File: src/hw/rtl/sli_pkg.sv
// Shared types and codes for the sorted list insert/delete block.
// Used by the controller, the datapath and the top level; no dependencies.
package sli_pkg;

   localparam logic [1:0] CMD_INSERT = 2'd0;
   localparam logic [1:0] CMD_REMOVE = 2'd1;
   localparam logic [1:0] CMD_READ   = 2'd2;

   localparam int VALUE_W = 32;
   localparam int RANK_W  = 4;
   localparam int COUNT_W = 5;

   typedef enum logic {
      ST_IDLE,
      ST_EXEC
   } state_type;

   // controller -> datapath
   typedef struct packed {
      logic load;   // capture the request fields
      logic exec;   // commit the list update and load the result register
   } dp_cmd_type;

   // datapath -> controller
   typedef struct packed {
      logic out_free;   // result register empty or being drained this cycle
   } dp_status_type;

endpackage

File: src/hw/rtl/sli_ctrl.sv
// Controller state machine for the sorted list block.
// Depends on sli_pkg; drives command bits into sli_datapath.
module sli_ctrl (
   input  logic                  clock,
   input  logic                  reset,
   input  logic                  req_valid,
   output logic                  req_ready,
   input  sli_pkg::dp_status_type status,
   output sli_pkg::dp_cmd_type   cmd
);

   sli_pkg::state_type state_ff;
   sli_pkg::state_type state_in;

   always_ff @(posedge clock) begin
      if (reset) begin
         state_ff <= sli_pkg::ST_IDLE;
      end else begin
         state_ff <= state_in;
      end
   end

   always_comb begin
      state_in  = state_ff;
      req_ready = 1'b0;
      cmd.load  = 1'b0;
      cmd.exec  = 1'b0;
      case (state_ff)
         sli_pkg::ST_IDLE: begin
            req_ready = 1'b1;
            if (req_valid) begin
               cmd.load = 1'b1;
               state_in = sli_pkg::ST_EXEC;
            end
         end
         sli_pkg::ST_EXEC: begin
            // hold the item until the result register can take it
            if (status.out_free) begin
               cmd.exec = 1'b1;
               state_in = sli_pkg::ST_IDLE;
            end
         end
         default: begin
            state_in = sli_pkg::ST_IDLE;
         end
      endcase
   end

endmodule

File: src/hw/rtl/sli_datapath.sv
// Datapath of the sorted list block: entry array, parallel compare, shift, result register.
// Depends on sli_pkg; sequenced by sli_ctrl through dp_cmd_type.
module sli_datapath #(
   parameter int DEPTH = 16
) (
   input  logic                                 clock,
   input  logic                                 reset,
   input  sli_pkg::dp_cmd_type                  cmd,
   output sli_pkg::dp_status_type               status,
   input  logic [1:0]                           req_cmd,
   input  logic signed [sli_pkg::VALUE_W-1:0]   req_value,
   input  logic [sli_pkg::RANK_W-1:0]           req_rank,
   output logic                                 rsp_valid,
   input  logic                                 rsp_ready,
   output logic                                 rsp_ok,
   output logic [sli_pkg::COUNT_W-1:0]          rsp_count,
   output logic signed [sli_pkg::VALUE_W-1:0]   rsp_read_value
);

   localparam int IDX_W = $clog2(DEPTH);
   localparam int CNT_W = $clog2(DEPTH + 1);
   localparam int VW    = sli_pkg::VALUE_W;

   logic [1:0]                    cmd_ff;
   logic signed [VW-1:0]          value_ff;
   logic [sli_pkg::RANK_W-1:0]    rank_ff;
   logic signed [VW-1:0]          entry_ff [DEPTH];
   logic signed [VW-1:0]          entry_in [DEPTH];
   logic [CNT_W-1:0]              held_ff;
   logic [CNT_W-1:0]              held_in;
   logic                          rsp_valid_ff;
   logic                          ok_ff;
   logic                          ok_in;
   logic [sli_pkg::COUNT_W-1:0]   count_ff;
   logic signed [VW-1:0]          rd_ff;
   logic signed [VW-1:0]          rd_in;

   logic [DEPTH-1:0]              live;
   logic [DEPTH-1:0]              lt;
   logic [DEPTH-1:0]              eq;
   logic [DEPTH-1:0]              prev_lt;
   logic signed [VW-1:0]          up_e   [DEPTH];
   logic signed [VW-1:0]          down_e [DEPTH];
   logic                          full;
   logic                          found;
   logic [CNT_W+sli_pkg::RANK_W-1:0] rank_w;
   logic [CNT_W+sli_pkg::RANK_W-1:0] held_w;
   logic [CNT_W+sli_pkg::COUNT_W-1:0] count_w;

   // neighbor taps for the insert and remove shifts
   genvar g;
   generate
      for (g = 0; g < DEPTH; g++) begin : g_tap
         if (g == 0) begin : g_first
            assign up_e[g] = value_ff;
         end else begin : g_rest
            assign up_e[g] = entry_ff[g-1];
         end
         if (g == DEPTH - 1) begin : g_last
            assign down_e[g] = entry_ff[g];
         end else begin : g_inner
            assign down_e[g] = entry_ff[g+1];
         end
      end
   endgenerate

   always_comb begin
      for (int i = 0; i < DEPTH; i++) begin
         live[i] = CNT_W'(i) < held_ff;
         lt[i]   = live[i] && (entry_ff[i] < value_ff);
         eq[i]   = live[i] && (entry_ff[i] == value_ff);
      end
   end

   // list is ascending, so lt is a prefix and any match sits right after it
   assign prev_lt = {lt[DEPTH-2:0], 1'b1};
   assign full    = held_ff == CNT_W'(DEPTH);
   assign found   = |eq;
   assign rank_w  = {{CNT_W{1'b0}}, rank_ff};
   assign held_w  = {{sli_pkg::RANK_W{1'b0}}, held_ff};

   always_comb begin
      for (int i = 0; i < DEPTH; i++) begin
         entry_in[i] = entry_ff[i];
      end
      held_in = held_ff;
      ok_in   = 1'b0;
      rd_in   = '0;
      case (cmd_ff)
         sli_pkg::CMD_INSERT: begin
            if (!full) begin
               for (int i = 0; i < DEPTH; i++) begin
                  if (!lt[i]) begin
                     entry_in[i] = prev_lt[i] ? value_ff : up_e[i];
                  end
               end
               held_in = held_ff + CNT_W'(1);
               ok_in   = 1'b1;
            end
         end
         sli_pkg::CMD_REMOVE: begin
            if (found) begin
               for (int i = 0; i < DEPTH; i++) begin
                  if (!lt[i]) begin
                     entry_in[i] = down_e[i];
                  end
               end
               held_in = held_ff - CNT_W'(1);
               ok_in   = 1'b1;
            end
         end
         sli_pkg::CMD_READ: begin
            if (rank_w < held_w) begin
               rd_in = entry_ff[rank_w[IDX_W-1:0]];
               ok_in = 1'b1;
            end
         end
         default: begin
            ok_in = 1'b0;
         end
      endcase
   end

   assign count_w = {{sli_pkg::COUNT_W{1'b0}}, held_in};

   always_ff @(posedge clock) begin
      if (cmd.load) begin
         cmd_ff   <= req_cmd;
         value_ff <= req_value;
         rank_ff  <= req_rank;
      end
      if (cmd.exec) begin
         for (int i = 0; i < DEPTH; i++) begin
            entry_ff[i] <= entry_in[i];
         end
         ok_ff    <= ok_in;
         count_ff <= count_w[sli_pkg::COUNT_W-1:0];
         rd_ff    <= rd_in;
      end
   end

   always_ff @(posedge clock) begin
      if (reset) begin
         held_ff      <= '0;
         rsp_valid_ff <= 1'b0;
      end else begin
         if (cmd.exec) begin
            held_ff <= held_in;
         end
         if (cmd.exec) begin
            rsp_valid_ff <= 1'b1;
         end else if (rsp_ready) begin
            rsp_valid_ff <= 1'b0;
         end
      end
   end

   assign status.out_free = !rsp_valid_ff || rsp_ready;
   assign rsp_valid       = rsp_valid_ff;
   assign rsp_ok          = ok_ff;
   assign rsp_count       = count_ff;
   assign rsp_read_value  = rd_ff;

endmodule

File: src/hw/rtl/sorted_list_insert_delete_core.sv
// Top level of the sorted list insert/delete block.
// Depends on sli_pkg, sli_ctrl and sli_datapath.
//
//   channel | ports                                   | direction
//   req     | req_valid/ready, req_cmd, value, rank   | in
//   rsp     | rsp_valid/ready, rsp_ok, count, read_value | out
//
// Each item is first captured from the request; then all live entries are compared
// in parallel and the entry array is shifted, or a read picks the entry at its rank.
// Reset empties the list at once; entry contents are left as they are.
// A result waits in an output register; one more item is accepted meanwhile and
// holds in its compare/shift step until that register frees up.
module sorted_list_insert_delete_core #(
   parameter int DEPTH = 16
) (
   input  logic                                clock,
   input  logic                                reset,
   input  logic                                req_valid,
   output logic                                req_ready,
   input  logic [1:0]                          req_cmd,
   input  logic signed [sli_pkg::VALUE_W-1:0]  req_value,
   input  logic [sli_pkg::RANK_W-1:0]          req_rank,
   output logic                                rsp_valid,
   input  logic                                rsp_ready,
   output logic                                rsp_ok,
   output logic [sli_pkg::COUNT_W-1:0]         rsp_count,
   output logic signed [sli_pkg::VALUE_W-1:0]  rsp_read_value
);

   sli_pkg::dp_cmd_type    dp_cmd;
   sli_pkg::dp_status_type dp_status;

   sli_ctrl u_ctrl (
      .clock     (clock),
      .reset     (reset),
      .req_valid (req_valid),
      .req_ready (req_ready),
      .status    (dp_status),
      .cmd       (dp_cmd)
   );

   sli_datapath #(
      .DEPTH (DEPTH)
   ) u_datapath (
      .clock          (clock),
      .reset          (reset),
      .cmd            (dp_cmd),
      .status         (dp_status),
      .req_cmd        (req_cmd),
      .req_value      (req_value),
      .req_rank       (req_rank),
      .rsp_valid      (rsp_valid),
      .rsp_ready      (rsp_ready),
      .rsp_ok         (rsp_ok),
      .rsp_count      (rsp_count),
      .rsp_read_value (rsp_read_value)
   );

endmodule

File: config.mk
export PLATFORM = sky130hd
export DESIGN_NAME = sorted_list_insert_delete_core
export DESIGN_NICKNAME = d
export VERILOG_FILES = /design/src/hw/rtl/sli_pkg.sv /design/src/hw/rtl/sli_ctrl.sv /design/src/hw/rtl/sli_datapath.sv /design/src/hw/rtl/sorted_list_insert_delete_core.sv
export SDC_FILE = /design/constraint.sdc
export NUM_CORES = 2
export LEC_CHECK = 0
export BUFFER_PORTS_ARGS = -buffer_cell sky130_fd_sc_hd__buf_2
export CORE_ASPECT_RATIO = 1.5
export CORE_MARGIN = 5
export CORE_UTILIZATION = 40
export DETAILED_ROUTE_END_ITERATION = 10
export PLACE_DENSITY = 0.54
export RECOVER_POWER = 100
export SYNTH_ARGS = -nofsm -noshare
export SYNTH_HDL_FRONTEND = slang
export SYNTH_SLANG_ARGS = --single-unit
File: constraint.sdc
create_clock -name clock -period 6.04 [get_ports clock]
set_input_delay 0.302 -clock clock [delete_from_list [all_inputs] [get_ports clock]]
set_output_delay 0.302 -clock clock [all_outputs]
set_load 0.005 [all_outputs]
# After elaboration in Yosys (flattened, before gate mapping)
# Memory sizes are Yosys's and may differ from the RTL's. A register that Yosys moved wholly into a read port is not among the register bits.
# Index checks and enable logic that the tools add are counted.
# word_totals
register_bits,51
mem_bits_rw,512
inputBits,42
output_inout_bits,40
word_cells,170
n_memories,1
# classes
n_addsub,2
n_lt_le_gt_ge,33
eq_ne,19
n_mux,67
n_bitwise,1
reduce_logical,39
# memory_table
memory,depth,word_bits,read_ports,rd_ports_with_merged_regs,wr,line,text
u_datapath.entry_ff,16,32,17,1,16,sli_datapath.sv:27,logic signed [VW-1:0] entry_ff [DEPTH];
# op_table
op,count
two-way mux 32 bit,46
two-way mux 512 bit,2
one-hot mux 512 bit (2 select lines),1
equality test 32 bit,16
less-than comparator 32 bit,16
less-than comparator 4 x 5 -> 1 bit (first input constant),8
logical AND 1 bit,32
less-than comparator 3 x 5 -> 1 bit (first input constant),4
OR reduction 16 bit,1
two-way mux 1 bit,13
less-than comparator 1 x 5 -> 1 bit (first input constant),2
less-than comparator 2 x 5 -> 1 bit (first input constant),2
two-way mux 5 bit,2
one-hot mux 5 bit (2 select lines),1
adder 5 x 1 -> 5 bit (second input constant),1
equality test 5 bit (second input constant),1
less-than comparator 4 x 5 -> 1 bit,1
subtractor 5 x 1 -> 5 bit (second input constant),1
one-hot mux 1 bit (3 select lines),1
equality test 2 x 1 -> 1 bit (second input constant),1
equality test 2 bit (second input constant),1
zero test 1 bit,2
zero test 2 bit,1
one-hot mux 1 bit (2 select lines),1
4 further kinds,4

# Depth between registers and ports, before layout
# An unclocked memory read counts as a cell.
# depth
word_depth,7
mapped_depth,13
depth_no_buf,10

# Modules after synthesis
# Synthesis repeated with hierarchy kept, for this count alone.
# unflattened
hier_cells,4087
area_unflattened_um2,43815.8
# modules_own_cells
module,instances,cells_each,area_per_inst_um2,seq_area_each_um2
sli_datapath,1,4081,43760.7,17777.0
sli_ctrl,1,6,55.1,20.0

# Least setup slack after synthesis
# OpenSTA, ideal clock, no wires.
# synth_timing
path_type,register to register
from,"reg, netlist name u_datapath.value_ff[31]"
to,"mem u_datapath.entry_ff[12][0] (netlist bit), enable pin"
setup_time_ns,0.432
arrival_ns,4.695
required_ns,5.608
setup_slack_ns,0.913
stages_incl_launch_ff,12
path_buffers,2
period_less_slack_ns,5.127
cell_sequence,edfxtp_1 -> clkbuf_1 -> inv_1 -> ha_1 -> nand4_1 -> or4_1 -> or4_1 -> o211a_1 -> nand2_1 -> a31oi_1 -> buf_2 -> a21oi_1
# synth_lines
element,line
end: declaration,sli_datapath.sv:27

==> results.tsv <==
stage	metric	value	unit
status	outcome	complete, but fails checks	
status	violations	capacitance limit, slew limit	
logic_synthesis	synth_flop_cell	edfxtp_1	
sta	rsz0062_at_grt	no	
logic_synthesis	synth_edf_count	588	
cells_and_area	final_nets	4852	
logic_synthesis	syn_inst	4241	
sta	hold_violations	0	
sta	tightest_slew	4244	ps
logic_synthesis	avgSynthCellArea	10.49	µm²
setup_path	cpPeakStageDelay	840	ps
die	die_h	418.5	µm
routing	routed_wl	208.1	mm
logic_synthesis	ys_seq_area_share	39.99	%
cells_and_area	fin_area	49790	µm²
logic_synthesis	netlist_area	44500	µm²
logic_synthesis	synth.distinct_cells	76	
grt	grt_max_degree	158	
cells_and_area	drive_gt1_share	11.01	%
cells_and_area	stdcell_count	5790	
cells_and_area	syn_to_final_growth	11.88	%
placed_design	dp.cells	5622	
pwr	p_leak	19.28	nW
cells_and_area	multi_input_area	25510	µm²
sta	worst_slack	298.1	ps
logic_synthesis	ys_seq_elements	595	
cells_and_area	seq_area	17800	µm²
setup_path	cp-end-kind	register	
clock_tree	path_clk_slew	70	ps
clock_tree	clk_latency	660	ps
clock_tree	cts_tree	built	
die	die_x	282.3	µm
clock_tree	h-tree-depth	3	
clock_tree	cts_buffers	68	
routing	drtIter0Drc	4812	
sta	setup_viol	0	
logic_synthesis	yosysTopAreaCell	edfxtp_1	
logic_synthesis	yosysWarningCount	0	
grt	grt.overflow.total	0	
routing	drc	0	
placed_design	place_congestion	1.059	
setup_path	cp.required	6330	ps
logic_synthesis	yosys-top-cells-count	edfxtp_1 (588), ha_1 (519), nand2_1 (470)	
logic_synthesis	syn-num-nets	4802	
placed_design	placed_area	47400	µm²
setup_path	cp_max_fo	17	
setup_path	crit_type	register to register	
die	core-area	110900	µm²
sta	setup-tns-final	0	ps
grt	grt_usage	34.00	%
clock_tree	post_cts_buffers	0	
routing	drt-vias-per-instance	6.875	
flow_run	maxCapViolCount	13	
setup_path	arrival	6030	ps
routing	antenna_left	0	
routing	vias	39810	
sta	fin_skew	24.32	ps
die	start_util	40.12	%
placed_design	port_buffers	81	
die	ios	82	
clock_tree	cts-root-buf	clkbuf_16	
sta	period_minus_slack	5742	ps
sta	fmax	174.2	MHz
sta	relSlewSlack	-182.9	%
setup_path	crit_slowest_cell	clkbuf_2	
clock_tree	clock-sinks	595	
die	die_area	118200	µm²
pwr	max-vdd-ir-drop	0.1882	mV
cells_and_area	fill_cells	10460	
placed_design	dp_hpwl	147.3	mm
setup_path	startpoint_type	register	
setup_path	path_cells	inv_1 -> ha_1 -> nand4_1 -> nor3_1 -> a21boi_0 -> o41ai_1 -> o211ai_1 -> mux2i_4 -> clkbuf_2 -> mux2i_1 -> o21ai_0	
die	rows	150	
pwr	power.density	235.5	nW/µm²
logic_synthesis	synth_most_common_cell	edfxtp_1	
routing	first_pass_iters	8	
sta	maxSlewViolCount	577	
hold_path	min_path_type	primary input to register	
setup_path	path_delay_family	compound AO/OA/AOI/OAI gates	
logic_synthesis	ys_top_cells_by_area	edfxtp_1 (40%), ha_1 (15%), mux4_2 (8.1%)	
setup_path	crit_buf_inv	2	
logic_synthesis	async_reset_ff_share	0	%
logic_synthesis	yosysTopAreaCellShare	39.68	%
placed_design	place_ws	830.7	ps
grt	antenna_found_initial	5	
grt	grt_pass1_vias	38170	
sta	fin_crit_sh	95.06	%
clock_tree	clockBufferDepth	3	
routing	routedWlPerCell	35.93	µm
grt	grt_pass1_wl	287.4	mm
## path summary, 6_finish.rpt
| kind | startpoint | slack (ps) | to | depth (start not counted) |
|---|---|---|---|---|
| setup / recovery | u_datapath.value_ff[15] | 300 | u_datapath.entry_ff[3][14] | 11 |
| hold / removal | req_value[21] | 340 | u_datapath.value_ff[21] | 2 |
| setup reg to reg | u_datapath.value_ff[15] | 300 | u_datapath.entry_ff[3][14] | 11 |
| hold reg to reg | u_datapath.entry_ff[1][28] | 610 | u_datapath.entry_ff[0][28] | 2 |
## layer usage
| metal | track usage [%] | routed length, µm | part of all wire, % | vias up |
|---|---|---|---|---|
| met5 | 0 | 20 | 0.0096 | - |
| met4 | 27.10 | 21560 | 10 | 2 |
| met3 | 5.631 | 16960 | 8.2 | 803 |
| met2 | 56.08 | 97480 | 47 | 2554 |
| met1 | 38.84 | 72040 | 35 | 19610 |
| li1 | - | - | - | 16840 |
## cell type report
class / instances / area share, %
inverter: 73 / 0.5504
antenna: 4 / 0.02011
clock buffer: 88 / 3.865
timing repair buffer: 273 / 4.034
multi-input combinational: 3280 / 51.24
clock inverter: 33 / 0.9148
tap: 1444 / 3.629
sequential: 595 / 35.75
## cell families (layout without fill, tap and decap cells)
group	Yosys count	in the layout	synth area share [%]
buf+inv	366	467	3.211
compound gates	1119	1119	17.09
fa+ha+maj	519	519	14.59
simple gates	1368	1368	14.43
flops	595	595	39.99
xor+xnor	4	4	0.07872
mux	270	270	10.61
other cells	0	4	0
## power by group
part | switching, mW | total, mW | internal (mW)
Combinational | 1.38 | 2.17 | 0.786
Clock | 1.92 | 4.64 | 2.72
Sequential | 0.188 | 4.92 | 4.73
## worst register-to-register path: stages, from the launching register on
cell,delay (ps)
edfxtp_1,540
inv_1,440
ha_1,500
nand4_1,310
nor3_1,800
a21boi_0,650
o41ai_1,290
o211ai_1,260
mux2i_4,320
clkbuf_2,840
mux2i_1,330
o21ai_0,110
## state kept, by name, summed over array words and instances, names as in the netlist
name                       cells
u_datapath.entry_ff          512
u_datapath.rsp_read_value     32
u_datapath.value_ff           32
u_datapath.held_ff             5
u_datapath.rsp_count           5
u_datapath.rank_ff             4
u_datapath.cmd_ff              2
u_ctrl.state_ff                1
u_datapath.rsp_ok              1
u_datapath.rsp_valid           1
## layout by cell type, fill, tap and decap left out, drive strengths merged, types with 67 or more instances in the layout
cell type / count
clkbuf: 166
edfxtp: 588
o211ai: 108
a21o: 67
nor2: 304
o21ai: 239
a31oi: 93
a221o: 164
nand4: 115
inv: 72
mux4: 160
nand2: 470
a21oi: 255
ha: 519
and2: 67
buf: 152
nand3: 220
mux2i: 108
## stage by stage
step | utilization (%) | hold slack (ps) | total power, mW
2_1_floorplan | - | 400.9 | 6.216
3_3_place_gp | 42.73 | 478.2 | 7.079
3_5_place_dp | 42.73 | 480.2 | 7.103
4_1_cts | 45.27 | 311.6 | 11.73
5_1_grt | 44.88 | 347.9 | 12.04
6_report | 44.89 | 344.6 | 11.73
## timing repair
action	in CTS	in global routing
hold buffers	43	0
hold endpoints to repair	43	0
gates resized for setup	0	0
Power figures use the tool's default switching activity.
